$ cat config.mk
export PLATFORM = sky130hd
export DESIGN_NAME = command_frame_deframer_core
export DESIGN_NICKNAME = d
export VERILOG_FILES = /design/src/sv/cfd_pkg.sv /design/src/sv/command_frame_deframer_core.sv /design/src/sv/cfd_parser.sv
export VERILOG_INCLUDE_DIRS = /design/src /design/src/sv
export SDC_FILE = /design/constraint.sdc
export NUM_CORES = 1
export LEC_CHECK = 0
export ABC_AREA = 1
export BUFFER_PORTS_ARGS = -buffer_cell sky130_fd_sc_hd__buf_2
export CAP_MARGIN = 20
export CORE_AREA = 10 10 187 189
export CTS_BUF_LIST = sky130_fd_sc_hd__clkbuf_8
export CTS_CLUSTER_SIZE = 10
export DETAILED_ROUTE_END_ITERATION = 8
export DIE_AREA = 0 0 197 199
export PLACE_DENSITY = 0.84
export SKIP_LAST_GASP = 1
export SLEW_MARGIN = 40
export SYNTH_ARGS = -nofsm -noshare
export SYNTH_HDL_FRONTEND = slang
export SYNTH_SLANG_ARGS = --single-unit
$ cat constraint.sdc
create_clock -name clk -period 9.2 [get_ports clk]
set_input_delay 0.46 -clock clk [delete_from_list [all_inputs] [get_ports clk]]
set_output_delay 0.46 -clock clk [all_outputs]
set_load 0.01 [all_outputs]
$ cat src/sv/command_frame_deframer_core_macros.svh
// ----------------------------------------------------------------------------
// command_frame_deframer_core_macros
// Assertion helpers used by the deframer core RTL.
// ----------------------------------------------------------------------------
`ifndef COMMAND_FRAME_DEFRAMER_CORE_MACROS_SVH
`define COMMAND_FRAME_DEFRAMER_CORE_MACROS_SVH

// Same-cycle implication, clocked on clk, off during reset.
`define CFD_ASSERT_IMPL(lbl, ante, cons, msg) \
	lbl: assert property (@(posedge clk) disable iff (!arst_n) (ante) |-> (cons)) \
		else $error(msg);

// Next-cycle implication, clocked on clk, off during reset.
`define CFD_ASSERT_NEXT(lbl, ante, cons, msg) \
	lbl: assert property (@(posedge clk) disable iff (!arst_n) (ante) |=> (cons)) \
		else $error(msg);

`endif

$ cat src/sv/cfd_pkg.sv
// ----------------------------------------------------------------------------
// cfd_pkg
// Types and constants of the command frame deframer.
// ----------------------------------------------------------------------------
`default_nettype none

package cfd_pkg;

	localparam int unsigned HDR_LEN_BYTES  = 4;   // big-endian length field
	localparam int unsigned SETTINGS_BYTES = 11;  // version + five 16-bit values
	localparam int unsigned SIDX_W         = 4;

	localparam logic [7:0] SETTINGS_CODE_RST = 8'd1;
	localparam logic [7:0] FRAME_CODE_RST    = 8'd2;

	// register index = paddr[2]
	localparam logic REG_SETTINGS_CODE = 1'b0;
	localparam logic REG_FRAME_CODE    = 1'b1;

	typedef enum logic [1:0] {
		PH_CMD = 2'd0,
		PH_LEN = 2'd1,
		PH_PAY = 2'd2
	} phase_t;

	typedef enum logic [1:0] {
		KIND_FRAME_BYTE  = 2'd0,
		KIND_SETTINGS    = 2'd1,
		KIND_SKIPPED     = 2'd2,
		KIND_EMPTY_FRAME = 2'd3
	} kind_t;

	typedef struct packed {
		kind_t       kind;
		logic [7:0]  payload_byte;
		logic        last_of_frame;
		logic [7:0]  version;
		logic [15:0] in_width;
		logic [15:0] in_height;
		logic [15:0] out_width;
		logic [15:0] out_height;
		logic [15:0] frame_rate;
		logic        settings_valid;
		logic [7:0]  skipped_code;
	} result_t;

endpackage

`default_nettype wire

$ cat src/sv/command_frame_deframer_core.sv
// ----------------------------------------------------------------------------
// command_frame_deframer_core
// Splits a byte stream of command/length/payload records into frame bytes,
// decoded settings results and skipped-record reports.
// ----------------------------------------------------------------------------
//
//   channel  | direction | handshake               | payload
//   ---------+-----------+-------------------------+-------------------------
//   in       | sink      | in_valid / in_stall     | in_byte
//   out      | source    | out_valid / out_stall   | kind .. skipped_code
//   cfg      | APB slave | psel/penable/pready     | settings_code, frame_code
//
// One byte per clock while in_stall is low; each byte gives zero or one registered result.
// The parser updates its phase state in the cycle a byte is taken; the
// result register plus a one-entry skid buffer keep input flowing while the
// output side stalls. in_stall rises only when the skid entry is occupied.
// Reset clears the phase state and both valid flags and loads the code registers with their reset values.
// ----------------------------------------------------------------------------
`default_nettype none
`include "command_frame_deframer_core_macros.svh"

module command_frame_deframer_core
	import cfd_pkg::*;
(
	input  wire logic        clk,
	input  wire logic        arst_n,

	input  wire logic        psel,
	input  wire logic        penable,
	input  wire logic        pwrite,
	input  wire logic [2:0]  paddr,
	input  wire logic [31:0] pwdata,
	output logic [31:0]      prdata,
	output logic             pready,

	input  wire logic        in_valid,
	output logic             in_stall,
	input  wire logic [7:0]  in_byte,

	output logic             out_valid,
	input  wire logic        out_stall,
	output logic [1:0]       kind,
	output logic [7:0]       payload_byte,
	output logic             last_of_frame,
	output logic [7:0]       version,
	output logic [15:0]      in_width,
	output logic [15:0]      in_height,
	output logic [15:0]      out_width,
	output logic [15:0]      out_height,
	output logic [15:0]      frame_rate,
	output logic             settings_valid,
	output logic [7:0]       skipped_code
);

	// ---- configuration registers ----
	logic [7:0] settings_code_q;
	logic [7:0] frame_code_q;
	logic       cfg_wr;

	assign pready = 1'b1;
	assign cfg_wr = psel && penable && pwrite && pready;

	always_ff @(posedge clk or negedge arst_n) begin
		if (!arst_n) begin
			settings_code_q <= SETTINGS_CODE_RST;
			frame_code_q    <= FRAME_CODE_RST;
		end else if (cfg_wr) begin
			case (paddr[2])
				REG_SETTINGS_CODE: settings_code_q <= pwdata[7:0];
				REG_FRAME_CODE:    frame_code_q    <= pwdata[7:0];
				default: ;
			endcase
		end
	end

	always_comb begin
		case (paddr[2])
			REG_SETTINGS_CODE: prdata = {24'd0, settings_code_q};
			REG_FRAME_CODE:    prdata = {24'd0, frame_code_q};
			default:           prdata = '0;
		endcase
	end

	// ---- parser ----
	logic    in_acc;
	logic    res_valid;
	result_t res;

	assign in_acc = in_valid && !in_stall;

	cfd_parser u_parser (
		.clk           (clk),
		.arst_n        (arst_n),
		.step          (in_acc),
		.in_byte       (in_byte),
		.settings_code (settings_code_q),
		.frame_code    (frame_code_q),
		.res_valid     (res_valid),
		.res           (res)
	);

	// ---- result register + skid entry ----
	logic    out_valid_q, skid_valid_q;
	result_t out_q, skid_q;
	logic    new_res;
	logic    out_free;
	logic    load_out_from_skid, load_out_from_res, load_skid;

	assign new_res  = in_acc && res_valid;
	assign out_free = !out_valid_q || !out_stall;
	assign in_stall = skid_valid_q;

	// in_acc implies the skid is empty, so only one source loads at a time
	assign load_out_from_skid = out_free && skid_valid_q;
	assign load_out_from_res  = out_free && !skid_valid_q && new_res;
	assign load_skid          = !out_free && new_res;

	always_ff @(posedge clk or negedge arst_n) begin
		if (!arst_n) begin
			out_valid_q  <= 1'b0;
			skid_valid_q <= 1'b0;
		end else begin
			if (out_free) begin
				out_valid_q  <= skid_valid_q || new_res;
				skid_valid_q <= 1'b0;
			end else if (new_res) begin
				skid_valid_q <= 1'b1;
			end
		end
	end

	always_ff @(posedge clk) begin
		if (load_out_from_skid) begin
			out_q <= skid_q;
		end else if (load_out_from_res) begin
			out_q <= res;
		end
		if (load_skid) begin
			skid_q <= res;
		end
	end

	assign out_valid      = out_valid_q;
	assign kind           = out_q.kind;
	assign payload_byte   = out_q.payload_byte;
	assign last_of_frame  = out_q.last_of_frame;
	assign version        = out_q.version;
	assign in_width       = out_q.in_width;
	assign in_height      = out_q.in_height;
	assign out_width      = out_q.out_width;
	assign out_height     = out_q.out_height;
	assign frame_rate     = out_q.frame_rate;
	assign settings_valid = out_q.settings_valid;
	assign skipped_code   = out_q.skipped_code;

	// ---- assertions ----
	`CFD_ASSERT_IMPL(a_skid_needs_out, skid_valid_q, out_valid_q, "skid holds item with empty output")
	`CFD_ASSERT_NEXT(a_stall_keeps_both, out_valid_q && out_stall && skid_valid_q, out_valid_q && skid_valid_q, "item lost while stalled")
	`CFD_ASSERT_IMPL(a_frame_fields_clean, out_valid_q && (kind != KIND_FRAME_BYTE), (payload_byte == 8'd0) && !last_of_frame, "frame fields set on non-frame result")
	`CFD_ASSERT_IMPL(a_valid_only_settings, out_valid_q && settings_valid, kind == KIND_SETTINGS, "settings_valid on non-settings result")

endmodule

`default_nettype wire

$ cat src/sv/cfd_parser.sv
// ----------------------------------------------------------------------------
// cfd_parser
// Record parser: phase state, length counter, settings shadow, result build.
// ----------------------------------------------------------------------------
`default_nettype none

module cfd_parser
	import cfd_pkg::*;
(
	input  wire logic        clk,
	input  wire logic        arst_n,
	input  wire logic        step,
	input  wire logic [7:0]  in_byte,
	input  wire logic [7:0]  settings_code,
	input  wire logic [7:0]  frame_code,
	output logic             res_valid,
	output result_t          res
);

	phase_t              phase_q, phase_nxt;
	logic [1:0]          hidx_q, hidx_nxt;
	logic [7:0]          cmd_q, cmd_nxt;
	logic [31:0]         rem_q, rem_nxt;
	logic [SIDX_W-1:0]   sidx_q, sidx_nxt;
	logic [7:0]          shadow_q   [SETTINGS_BYTES];
	logic [7:0]          shadow_nxt [SETTINGS_BYTES];

	logic [31:0] rem_len;
	logic [31:0] rem_dec;
	logic        pay_last;
	logic        is_set;
	logic        is_frame;
	logic        end_rec;

	assign rem_len  = {rem_q[23:0], in_byte};
	assign rem_dec  = rem_q - 32'd1;
	assign pay_last = (rem_dec == 32'd0);
	assign is_set   = (cmd_q == settings_code);
	assign is_frame = (cmd_q == frame_code);

	always_ff @(posedge clk or negedge arst_n) begin
		if (!arst_n) begin
			phase_q <= PH_CMD;
			hidx_q  <= '0;
			cmd_q   <= '0;
			rem_q   <= '0;
			sidx_q  <= '0;
			for (int i = 0; i < SETTINGS_BYTES; i++) begin
				shadow_q[i] <= '0;
			end
		end else if (step) begin
			phase_q <= phase_nxt;
			hidx_q  <= hidx_nxt;
			cmd_q   <= cmd_nxt;
			rem_q   <= rem_nxt;
			sidx_q  <= sidx_nxt;
			shadow_q <= shadow_nxt;
		end
	end

	always_comb begin
		phase_nxt  = phase_q;
		hidx_nxt   = hidx_q;
		cmd_nxt    = cmd_q;
		rem_nxt    = rem_q;
		sidx_nxt   = sidx_q;
		shadow_nxt = shadow_q;
		end_rec    = 1'b0;
		res_valid  = 1'b0;
		res        = '0;

		case (phase_q)
			PH_LEN: begin
				rem_nxt  = rem_len;
				hidx_nxt = hidx_q + 2'd1;
				if (hidx_q == 2'(HDR_LEN_BYTES - 1)) begin
					hidx_nxt = '0;
					if (rem_len == 32'd0) begin
						end_rec   = 1'b1;
						phase_nxt = PH_CMD;
					end else begin
						phase_nxt = PH_PAY;
					end
				end
			end
			PH_PAY: begin
				rem_nxt = rem_dec;
				if (is_set) begin
					if (sidx_q < SIDX_W'(SETTINGS_BYTES)) begin
						shadow_nxt[sidx_q] = in_byte;
						sidx_nxt           = sidx_q + 1'b1;
					end
					end_rec = pay_last;
				end else if (is_frame) begin
					res_valid         = 1'b1;
					res.kind          = KIND_FRAME_BYTE;
					res.payload_byte  = in_byte;
					res.last_of_frame = pay_last;
				end else begin
					end_rec = pay_last;
				end
				if (pay_last) begin
					phase_nxt = PH_CMD;
				end
			end
			default: begin
				// command byte; unused phase code behaves the same
				cmd_nxt  = in_byte;
				hidx_nxt = '0;
				rem_nxt  = '0;
				sidx_nxt = '0;
				for (int i = 0; i < SETTINGS_BYTES; i++) begin
					shadow_nxt[i] = '0;
				end
				phase_nxt = PH_LEN;
			end
		endcase

		if (end_rec) begin
			res_valid = 1'b1;
			if (is_set) begin
				res.kind       = KIND_SETTINGS;
				res.version    = shadow_nxt[0];
				res.in_width   = {shadow_nxt[1], shadow_nxt[2]};
				res.in_height  = {shadow_nxt[3], shadow_nxt[4]};
				res.out_width  = {shadow_nxt[5], shadow_nxt[6]};
				res.out_height = {shadow_nxt[7], shadow_nxt[8]};
				res.frame_rate = {shadow_nxt[9], shadow_nxt[10]};
				res.settings_valid = (res.in_width != 16'd0) && (res.in_height != 16'd0)
					&& (res.out_width != 16'd0) && (res.out_height != 16'd0);
			end else if (is_frame) begin
				res.kind = KIND_EMPTY_FRAME;
			end else begin
				res.kind         = KIND_SKIPPED;
				res.skipped_code = cmd_q;
			end
		end
	end

endmodule

`default_nettype wire

After elaboration in Yosys (flattened, before gate mapping) --
Index checks and enable logic that the tools add are counted.
Cells by class: add/subtract/negate cells 3, multiplexer cells 40, divide/modulo/power cells 0, equal/unequal tests 9, shifts and indexed selects 0, reduce and logical (&&, ||, !) cells 33, bitwise operators 5, $lt $le $gt $ge 3, multiply operators 0
Operators by type and width (number):
- $mux W108 | 2
- $mux W88 | 2
- $pmux W88 S2 | 1
- $pmux W32 S2 | 2
- $mux W97 | 1
- $mux W89 | 1
- $bwmux W88 | 1
- $logic_not A32 Y1 | 2
- $reduce_bool A16 Y1 | 4
- $demux W8 S4 | 1
- $sub A32 B1 Y32 const B | 1
- $mux W8 | 3
- $mux W11 | 2
- $eq A8 B8 Y1 | 2
- $logic_and A1 B1 Y1 | 12
- $mux W2 | 6
- $mux W1 | 11
- $mux W9 | 1
- $mux W4 | 2
- $ne A2 B1 Y1 const B | 4
- $pmux W2 S2 | 2
- $pmux W4 S2 | 1
- $reduce_and A2 Y1 | 4
- $ge A5 B5 Y1 const B | 1
- 15 further kinds | 24
Word-level totals: bits in writable memories 0, register bits 370, ROM bits 0, output and inout port bits 143, memories 0, latch bits 0, bits of input ports 50, logic and storage cells 135

Logic depth before layout (Yosys ltp) --
Gate-level depths: netlist of the first run.
depth in word-level cells 17, depth in mapped cells 21

Cells and area by module --
From an unflattened synthesis of the first run, not the netlist that was laid out.
Second synthesis, totals: cell total of the unflattened synthesis 2365, area, all modules 19288.5 µm²
Modules (own cells, without submodules):
- cfd_parser | area an instance 10208.5 µm², cells an instance 1653, sequential area each 3403.3 µm², times used 1
- command_frame_deframer_core | area an instance 9080.0 µm², cells an instance 712, sequential area each 6939.2 µm², times used 1

Worst setup path after synthesis of the first run --
No wires, ideal clock.
path kind register -> register, start register u_parser.rem_q[1], end register out_q, in the netlist frame_rate[0], enable pin, arrival time 7374 ps, data required time 8590 ps, cell stages (with the launch flop) 18, clock period less this slack 7984 ps, path buffers 0, library setup time 610 ps, setup slack 1216 ps, cell sequence dfrtp_1 inv_1 ha_1 nand2_2 nor2_4 nand2_2 nor2_1 nand2_1 xor2_1 nor2_1 nand2_1 nor2_1 nand4_2 nand2_1 inv_1 nand2_1 nand2_1 a21oi_1
Between the ends: cells in the longest elaborated chain, start to end 9, elaborated cells between the ends (all ways) 12, those cells by class add/sub: 1; mux: 6; reduce/logical: 5
Ends and longest elaborated chain:
- start: declaration | line cfd_parser.sv:23 | logic [31:0] rem_q, rem_nxt;
- start signal: assignment | line cfd_parser.sv:55 | rem_q <= rem_nxt;
- $sub A32 B1 Y32 | line cfd_parser.sv:36 | assign rem_dec = rem_q - 32'd1;
- $logic_not A32 Y1 | line cfd_parser.sv:37 | assign pay_last = (rem_dec == 32'd0);
- $mux W1 | line cfd_parser.sv:94 | end else if (is_frame) begin
- $mux W1 | line cfd_parser.sv:88 | if (is_set) begin
- $pmux W1 S2 (*) | line cfd_parser.sv:72 | case (phase_q)
- $mux W1 (*) | line cfd_parser.sv:119 | if (end_rec) begin
- $logic_and A1 B1 Y1 (*) | line command_frame_deframer_core.sv:109 | assign new_res = in_acc && res_valid;
- $logic_and A1 B1 Y1 (*) | line command_frame_deframer_core.sv:115 | assign load_out_from_res = out_free && !skid_valid_q && new_res;
- $reduce_bool A2 Y1 (no source line) (*)
- end signal: assignment | line command_frame_deframer_core.sv:134 | out_q <= skid_q;
- end signal: assignment | line command_frame_deframer_core.sv:136 | out_q <= res;
- end: declaration | line command_frame_deframer_core.sv:104 | result_t out_q, skid_q;
Mark *: on every way between the ends. The rest lies on a longest branch, timed or not. A chain may end at the register's enable or synchronous reset.

Worst setup path in the final report of the first run --
start register u_parser.rem_q[1], end register skid_q[44] in the netlist's numbering, enable pin
Between the ends: cells in the longest elaborated chain, start to end 8, elaborated cells between the ends (all ways) 11, those cells by class add/sub: 1; mux: 6; reduce/logical: 4
Ends and longest elaborated chain:
- $sub A32 B1 Y32 | line cfd_parser.sv:36
- $logic_not A32 Y1 | line cfd_parser.sv:37
- $mux W1 | line cfd_parser.sv:94
- $mux W1 | line cfd_parser.sv:88
- $pmux W1 S2 (*) | line cfd_parser.sv:72
- $mux W1 (*) | line cfd_parser.sv:119
- $logic_and A1 B1 Y1 (*) | line command_frame_deframer_core.sv:109
- $logic_and A1 B1 Y1 (*) | line command_frame_deframer_core.sv:116 | assign load_skid = !out_free && new_res;
- via load_skid | line command_frame_deframer_core.sv:107 | logic load_out_from_skid, load_out_from_res, load_skid;
- end signal: assignment | line command_frame_deframer_core.sv:139 | skid_q <= res;
- end: declaration | line command_frame_deframer_core.sv:104
Mark *: on every way through the listed nets, which the timed path passes. The rest lies on a longest branch.

==> reports/qor.yml, run 1 <==
gp_congestion: 0.959
synth_top_area_share: 0.340
htree_levels: 2
grt_pass1_wl_um: 78800
ir_drop_mv: 0.222
tightest_slew_ns: 0.930
grt-ovfl-total: 0
crit-reg2reg-launch: "u_parser.rem_q[1]"
arrival_ns: 4.60
clockBufferDepth: 3
rrSetupSlack_ns: 4.85
final_layout_size_suffix_gt1_frac: 0.108
rr_worst_depth: 18
clk_latency_ns: 0.63
cts.sinks: 370
fmax_ghz: 0.230
path_clk_slew_ns: 0.06
critPathMaxFanout: 73
maxCapViolCount: 0
die_w_um: 197
startpoint: "u_parser.rem_q[1]"
nNetsFinal: 2499
ios: 193
critPathCapture: "skid_q[44]"
vias: 16400
track_usage: 0.245
timing.rr.end: "skid_q[44]"
coreArea_um2: 31200
syn_avg_cell_area_um2: 8.11
placed_cells: 2781
postCtsSetupRepairBufs: 0
hold_viol: 0
path_class: "reg -> reg"
dieArea_um2: 39200
initial_core_util: 0.610
yosys.area.top_type: "edfxtp_1"
placementRows: 65
initialDrtViolationCount: 2059
wire_per_inst_um: 16.8
dp_hpwl_um: 31300
area_delta_synth_final_pct: 10.5
finalSetupViolCount: 0
fin_skew_ns: 0.0384
fin_setup_tns_ns: 0
drt_wl_total_um: 48700
synth_ff_type: "edfxtp_1"
synthTopCellsByArea: "edfxtp_1, dfrtp_1, nand2_1, nor2_1, inv_1"
antenna_found_initial: 0
ys_seq_elements: 370
min_path_type: "in -> reg"
rsz0062_at_grt: "no"
synth_cells: 2349
post_cts_resized: 0
async_flop_share: 0.416
synth_area_um2: 19000
synth_edf_count: 216
synth_cell_type_count: 38
fin_crit_ns: 4.35
grt_max_degree: 128
layout_setup_ws_ns: 4.85
p_total_uw: 5530
p_leak_uw: 0.0112
drc: 0
yosysWarnings: 0
period_share: 0.473
port_buffers: 141
fp.dieH_um: 199
pre_cts_ws_ns: 4.41
max_slew_margin: 0.376
yosys-top-cells-count: "nand2_1, nor2_1, edfxtp_1"
antenna_cells: 0
firstDrtPassIters: 6
run_status: "complete, no violations"
cts_root_buffer: "clkbuf_8"
cts_tree: "yes"
whs_ns: 0.0767
stdcell_count: 2890
slew_viol_final: 0
cp-start-kind: "register"
ys_seq_area_frac: 0.543
power_density_nw_per_um2: 262
grt_pass1_vias: 15600
yosysMostFrequentCell: "nand2_1"
viasPerCell: 5.68
ant_nets: 0
cts_inserted_buffers: 57
required_ns: 9.45
worst_setup_path_end_kind: "register"
## worst min-delay path by stage
stage / startpoint / end / slack (ns) / cells past startpoint
finish: pwdata[1] / frame_code_q[1] / 0.08 / 3
CTS: pwdata[1] / frame_code_q[1] / 0.06 / 3
global route: pwdata[6] / frame_code_q[6] / 0.08 / 3
detailed placement: u_parser.hidx_q[1] / u_parser.hidx_q[1] / 0.50 / 2
global placement: settings_code_q[4] / settings_code_q[4] / 0.49 / 2
floorplan: arst_n / frame_code_q[0] / 0.16 / 0
## kinds of logic after synthesis
family / share of synthesized area
fa+ha+maj: 0.00591
compound gates: 0.111
buf+inv: 0.0773
mux: 0.000591
xor+xnor: 0.0129
flops: 0.543
other cells: 0.000394
simple gates: 0.249
## layout by cell type (no fill, tap or decap), drive strengths merged, types with 2 or more instances in the layout
master,instances
clkbuf,62
buf,154
o21ai,151
and3,2
bufinv,3
dfrtp,152
ha,9
nand4,9
a31oi,64
a21oi,109
o22ai,44
conb,25
nand2,725
a22oi,14
nor4,3
nand3,134
dfstp,2
clkinv,32
xor2,24
inv,224
nor2,310
edfxtp,216
xnor2,4
nor3,2
or2,9
## per-stage QoR
step	utilization	area (um2)
finish	0.674	21100
global route	0.674	21100
CTS	0.673	21000
detailed placement	0.637	19900
global placement	0.635	19800
floorplan	-	19100
## power breakdown
group / total [uW] / switching (uW) / internal [uW]
sequential: 2030 / 153 / 1880
clock: 1350 / 659 / 694
combinational: 2140 / 1500 / 647
## worst max-delay path: stages, from the launching register on
cell and delay (ns):
dfrtp_1 0.39, inv_1 0.12, ha_1 0.26, nand2_2 0.13, nor2_4 0.22, nand2_2 0.09, nor2_1 0.15, nand2_1 0.09
xor2_1 0.16, nor2_1 0.15, nand2_1 0.07, nor2_1 0.22, nand4_2 0.16, nand2_1 0.30, inv_1 0.16, nand2_1 0.10
nand2_1 0.18, nor2_4 0.54, buf_12 0.40
## state kept, by name, indices dropped and copies added (netlist names), 2 cells and up
name,cells
payload_byte,8
u_parser.phase_q,2
skid_q,108
skipped_code,8
out_width,16
kind,2
in_height,16
version,8
u_parser.hidx_q,2
u_parser.cmd_q,8
u_parser.sidx_q,4
frame_rate,16
out_height,16
u_parser.rem_q,32
settings_code_q,8
frame_code_q,8
u_parser.shadow_q,88
in_width,16
## layer usage
metal | GRT usage | routed length [um] | vias to the layer above
met5 | 0 | 0 | -
li1 | - | - | 7843
met1 | 0.327 | 20300 | 7714
met2 | 0.391 | 22600 | 748
met3 | 0.0483 | 4440 | 111
met4 | 0.0866 | 1290 | 0
## area by class of cell
type	count	area, um2
multi-input combinational	1642	7380
sequential	370	10300
clock buffer	60	826
inverter	212	805
fill	2551	10200
timing repair buffer	157	902
tap	402	503
clock inverter	47	294
## what timing repair did
item	CTS	global route
endpoints found under the setup margin	0	0
endpoints found under the hold margin	75	0
hold buffers	1	0
Note: power is estimated with default switching activity, not from simulation.
==> run 2, diff against run 1 <==
CORE_AREA = 10 10 196 198   (was 10 10 187 189)
DIE_AREA = 0 0 206 208   (was 0 0 197 199)
PLACE_DENSITY = 0.81   (was 0.84)
clock period = 3.6 ns   (was 9.2 ns; I/O delays follow)
==> run 2 against run 1 <==
Net effect:
- first-iteration DRC count down 11%
- clock power rose to 2.7 times the previous value
- sequential share of layout area down 1.6 points
- register-to-register slack worse by 4.6 ns
- flip-flop and latch count unchanged
- non-clock buffer count up 51
- critical endpoint is now out_width[4]
- fmax up 32%
- global-route usage down 1.6 points
- routed wire length up 3.5%
- largest power group unchanged
==> reports/qor.yml, run 2 (synthesis gave the netlist of run 1 again) <==
track_usage: 0.229  # was 0.245
stdcell_count: 3000  # was 2,890
antenna_found_initial: 1  # was 0
worst_setup_path_end_kind: "register"  # unchanged
path_class: "reg -> reg"  # unchanged
required_ns: 3.91  # was 9.45 ns
tightest_slew_ns: 0.832  # was 0.930 ns
cts_root_buffer: "clkbuf_8"  # unchanged
layout_setup_ws_ns: 0.294  # was 4.85 ns
htree_levels: 2  # unchanged
fin_skew_ns: 0.0383  # was 0.0384 ns
cts.sinks: 370  # unchanged
critPathMaxFanout: 26  # was 73
pre_cts_ws_ns: 0.353  # was 4.41 ns
final_cell_mix: "nand2_1, nor2_1, inv_1, edfxtp_1, dfrtp_1"  # unchanged
nFillCells: 2869  # was 2,551
dieArea_um2: 42800  # was 39,200 um2
ant_nets: 0  # unchanged
arrival_ns: 3.62  # was 4.60 ns
ios: 193  # unchanged
fp.dieH_um: 208  # was 199 um
nNetsFinal: 2552  # was 2,499
cts_tree: "yes"  # unchanged
area_delta_synth_final_pct: 14.3  # was 10.5%
firstDrtPassIters: 7  # was 6
die_w_um: 206  # was 197 um
largest_reg_flops: 108  # unchanged
ir_drop_mv: 0.351  # was 0.222 mV
p_total_uw: 14600  # was 5530 uW
slew_viol_final: 0  # unchanged
top_regs: "skid_q (108), u_parser.shadow_q (88), u_parser.rem_q (32)"  # unchanged
p_leak_uw: 0.0115  # was 0.0112 uW
initialDrtViolationCount: 1832  # was 2,059
fin_setup_tns_ns: 0  # unchanged
final_layout_size_suffix_gt1_frac: 0.127  # was 0.108
register_area_um2: 10300  # unchanged
drt_wl_total_um: 50400  # was 48,700 um
max_slew_margin: 0.445  # was 0.376
top_register: "skid_q"  # unchanged
fin_crit_ns: 3.31  # was 4.35 ns
fmax_ghz: 0.302  # was 0.230 GHz
dp_hpwl_um: 32700  # was 31,300 um
path_clk_slew_ns: 0.07  # was 0.06 ns
clk_latency_ns: 0.64  # was 0.63 ns
gp_congestion: 0.882  # was 0.959
coreArea_um2: 34400  # was 31,200 um2
rsz0062_at_grt: "no"  # unchanged
cts_inserted_buffers: 59  # was 57
wire_per_inst_um: 16.8  # about the same
post_cts_resized: 0  # unchanged
hold_viol: 0  # unchanged
initial_core_util: 0.554  # was 0.610
viasPerCell: 5.56  # was 5.68
run_status: "complete, no violations"  # unchanged
vias: 16700  # was 16,400
grt_max_degree: 105  # was 128
final_common_cell: "nand2_1"  # unchanged
finalSetupViolCount: 0  # unchanged
grt-ovfl-total: 0  # unchanged
grt_pass1_wl_um: 80700  # was 78,800 um
period_share: 0.918  # was 0.473
port_buffers: 141  # unchanged
placementRows: 68  # was 65
multi_input_area_um2: 7400  # was 7380 um2
cp-start-kind: "register"  # unchanged
clockBufferDepth: 3  # unchanged
power_density_nw_per_um2: 672  # was 262 nW/um2
placed_cells: 2874  # was 2,781
maxCapViolCount: 0  # unchanged
drc: 0  # unchanged
min_path_type: "in -> reg"  # unchanged
grt_pass1_vias: 16000  # was 15,600
## run 2: cell types whose count changed in the layout (fill, tap and decap cells not counted), moves of 2 or more
cell and delta:
buf_4 +32, nand2_1 -2, clkinv_1 -8, inv_2 +3, dlygate4sd3_1 +12, clkinv_2 +2
bufinv_16 +2, clkinvlp_4 +6, buf_6 -4, buf_12 +14
## run 2: critical path, stage by stage, from the launching register on
cell and delay [ns]:
dfrtp_1 0.44, nor2_1 0.17, nand2_1 0.14, nor2_4 0.24
nand2_2 0.11, nand2_1 0.07, nand2_1 0.08, nor2_1 0.09
nand2_1 0.06, nor2_1 0.17, nand3_1 0.11, nor2_2 0.18
nand4_2 0.15, nand2_2 0.14, inv_2 0.05, nand2_1 0.06
nand2_2 0.11, a21oi_4 0.21, buf_12 0.19, buf_12 0.20
## run 2: per-layer routing
metal  track usage  part of all wire  wire (um)  vias up
li1              -                 -          -     7945
met1         0.303              0.42      21000     7852
met5             0                 0          0        -
met3        0.0406             0.085       4290      114
met2         0.369              0.47      23800      759
met4        0.0813             0.027       1350        0
## run 2: worst paths after layout
kind | to | startpoint | slack (ns) | depth (start not counted)
worst max-delay path | out_width[4] | u_parser.rem_q[4] | 0.29 | 19
worst min-delay path | u_parser.rem_q[4] | in_valid | 0.04 | 5
worst max register to register | out_width[4] | u_parser.rem_q[4] | 0.29 | 19
worst min register to register | frame_code_q[1] | frame_code_q[1] | 0.52 | 2
max in group asynchronous | u_parser.shadow_q[39] | arst_n | 2.55 | 3
min in group asynchronous | u_parser.rem_q[6] | arst_n | 0.16 | 2
## run 2: final cells by class
class / count / share of cell area
Antenna cell: 1 / 0.000115
Sequential cell: 370 / 0.475
Clock inverter: 51 / 0.0171
Timing Repair Buffer: 208 / 0.0662
Clock buffer: 61 / 0.0386
Inverter: 212 / 0.0370
Multi-Input combinational cell: 1642 / 0.340
Tap cell: 455 / 0.0261
## run 2: repair_timing
action | in CTS | in global routing
hold buffers | 13 | 0
hold endpoints to repair | 103 | 0
buffers inserted | 0 | 0
## run 2: power breakdown
part	internal, uW	switching [uW]	total (uW)
clock network	1950	1750	3710
registers	4800	393	5190
logic	1820	3910	5730
total	8570	6060	14600
## run 2: stage by stage
| step | hold slack, ns | util | cell area (um2) |
|---|---|---|---|
| after floorplan | -0.116 | - | 19200 |
| after global placement | 0.296 | 0.594 | 20400 |
| after detailed placement | 0.308 | 0.594 | 20400 |
| after CTS | 0.0122 | 0.633 | 21800 |
| after global routing | 0.0640 | 0.633 | 21800 |
| final | 0.0364 | 0.633 | 21800 |
==> run 3, diff against run 2 <==
HOLD_SLACK_MARGIN = 0.12   (was unset)
==> run 3 against run 2 <==
Net effect:
- via count decreased by 0.29%
- first-iteration DRC count grew 4.7%
- clock skew is 0.0027 ns lower
- clock power about the same
- setup slack got worse by 0.0044 ns
- combinational power is essentially flat
- sequential power barely moved
- routed wire length is 0.43% higher
- final area up 0.18%
- clock-buffer cell count unchanged
- critical path type unchanged
- flip-flop and latch count is the same
==> reports/qor.yml, run 3 (synthesis gave the netlist of run 1 again) <==
die_w_um: 206  # unchanged
path_class: "reg -> reg"  # unchanged
htree_levels: 2  # unchanged
drt_wl_total_um: 50600  # was 50,400 um
grt_pass1_vias: 16000  # about the same
port_buffers: 141  # unchanged
final_common_cell: "nand2_1"  # unchanged
period_share: 0.920  # was 0.918
crit_chain: "nor2_1 > nand2_1 > nor2_4 > nand2_2 > nand2_1 > nand2_1 > nor2_1 > nand2_1 > nor2_1 > nand3_1 > nor2_2 > nand4_2 > nand2_2 > inv_2 > nand2_1 > nand2_2 > a21oi_4 > buf_12 > buf_12"  # unchanged
cts_inserted_buffers: 59  # unchanged
firstDrtPassIters: 8  # was 7
critPathMaxFanout: 26  # unchanged
path_common_cell: "nand2_1"  # unchanged
top_register: "skid_q"  # unchanged
clockBufferDepth: 3  # unchanged
required_ns: 3.91  # about the same
clk_latency_ns: 0.64  # about the same
finalSetupViolCount: 0  # unchanged
holdBufCountCts: 17  # was 13
path_clk_slew_ns: 0.07  # about the same
p_leak_uw: 0.0115  # about the same
fin_skew_ns: 0.0356  # was 0.0383 ns
ir_drop_mv: 0.354  # was 0.351 mV
arrival_ns: 3.62  # about the same
largest_reg_flops: 108  # unchanged
drc: 0  # unchanged
cts.sinks: 370  # unchanged
cp-start-kind: "register"  # unchanged
ant_nets: 0  # unchanged
hold_viol: 0  # unchanged
area_delta_synth_final_pct: 14.5  # was 14.3%
viasPerCell: 5.53  # was 5.56
final_layout_size_suffix_gt1_frac: 0.127  # about the same
rsz0062_at_grt: "no"  # unchanged
fmax_ghz: 0.302  # about the same
fp.dieH_um: 208  # unchanged
run_status: "complete, no violations"  # unchanged
maxCapViolCount: 0  # unchanged
dieArea_um2: 42800  # unchanged
wire_per_inst_um: 16.8  # about the same
gp_congestion: 0.882  # unchanged
initial_core_util: 0.554  # unchanged
worst_setup_path_end_kind: "register"  # unchanged
power_density_nw_per_um2: 670  # was 672 nW/um2
vias: 16600  # was 16,700
ios: 193  # unchanged
top_regs: "skid_q (108), u_parser.shadow_q (88), u_parser.rem_q (32)"  # unchanged
grt-ovfl-total: 0  # unchanged
cts_tree: "yes"  # unchanged
critical-path-max-stage-delay_ns: 0.44  # about the same
coreArea_um2: 34400  # unchanged
placementRows: 68  # unchanged
grt_max_degree: 105  # unchanged
final_cell_mix: "nand2_1, nor2_1, inv_1, edfxtp_1, dfrtp_1"  # unchanged
antenna_found_initial: 1  # unchanged
dp_hpwl_um: 32700  # unchanged
post_cts_resized: 0  # unchanged
nFillCells: 2862  # was 2,869
postCtsSetupRepairBufs: 0  # unchanged
tightest_slew_ns: 0.848  # was 0.832 ns
cts_root_buffer: "clkbuf_8"  # unchanged
grt_pass1_wl_um: 80900  # was 80,700 um
crit_slowest_cell: "dfrtp_1"  # unchanged
initialDrtViolationCount: 1919  # was 1,832
final_util: 0.635  # was 0.633
max_slew_margin: 0.435  # was 0.445
track_usage: 0.230  # was 0.229
fin_crit_ns: 3.31  # about the same
slew_viol_final: 0  # unchanged
min_path_type: "in -> async"  # was in -> reg
p_total_uw: 14600  # about the same
nNetsFinal: 2556  # was 2,552
## run 3: changes by cell type in the layout (fill, tap and decap cells not counted)
cell,previous run,this run
dlygate4sd3_1,13,17
## run 3: stage by stage
stage | hold slack (ns) | area (um2) | setup TNS [ns] | setup slack (ns) | std cells
after floorplan | -0.116 | 19200 | -113.39 | -0.632 | 2372
after global placement | 0.296 | 20400 | 0 | 0.367 | 2874
after detailed placement | 0.308 | 20400 | 0 | 0.353 | 2874
after CTS | 0.125 | 21800 | 0 | 0.323 | 3003
after global routing | 0.198 | 21800 | 0 | 0.0341 | 3004
final | 0.157 | 21800 | 0 | 0.289 | 3004
## run 3: power by group
| group | leakage (uW) | switching [uW] | internal (uW) |
|---|---|---|---|
| combinational | 0.00637 | 3920 | 1820 |
| clock | 0.000664 | 1750 | 1950 |
| sequential | 0.00448 | 394 | 4800 |
## run 3: layout make-up
class	instances	area (um2)	area share
antenna	1	2.50	0.000115
clock buffer	61	840	0.0385
clock inverter	51	373	0.0171
inverter	212	806	0.0369
multi-input combinational	1642	7400	0.339
sequential	370	10300	0.474
tap	455	569	0.0261
timing repair buffer	212	1480	0.0679
## run 3: routing by layer
layer | wire, um | global-route usage
met5 | 0 | 0
met4 | 1370 | 0.0813
met3 | 4240 | 0.0412
met2 | 24000 | 0.371
met1 | 21000 | 0.303
## run 3: final timing paths
| kind | start | endpoint | slack [ns] | cells past startpoint |
|---|---|---|---|---|
| worst max-delay path | u_parser.rem_q[4] | out_width[4] | 0.29 | 19 |
| worst min-delay path | arst_n | u_parser.rem_q[6] | 0.16 | 2 |
| worst max register to register | u_parser.rem_q[4] | out_width[4] | 0.29 | 19 |
| worst min register to register | frame_code_q[1] | frame_code_q[1] | 0.52 | 2 |
| max in group asynchronous | arst_n | u_parser.shadow_q[30] | 2.54 | 3 |
| min in group clk | in_byte[6] | u_parser.phase_q[1] | 0.16 | 7 |
## run 3: worst max-delay path, delay by kind of cell (launching register included)
family | cells | cell delay [ns]
AOI/OAI and AO/OA | 1 | 0.21
buffers and inverters | 3 | 0.44
DFF | 1 | 0.44
and+or+nand+nor | 15 | 1.89
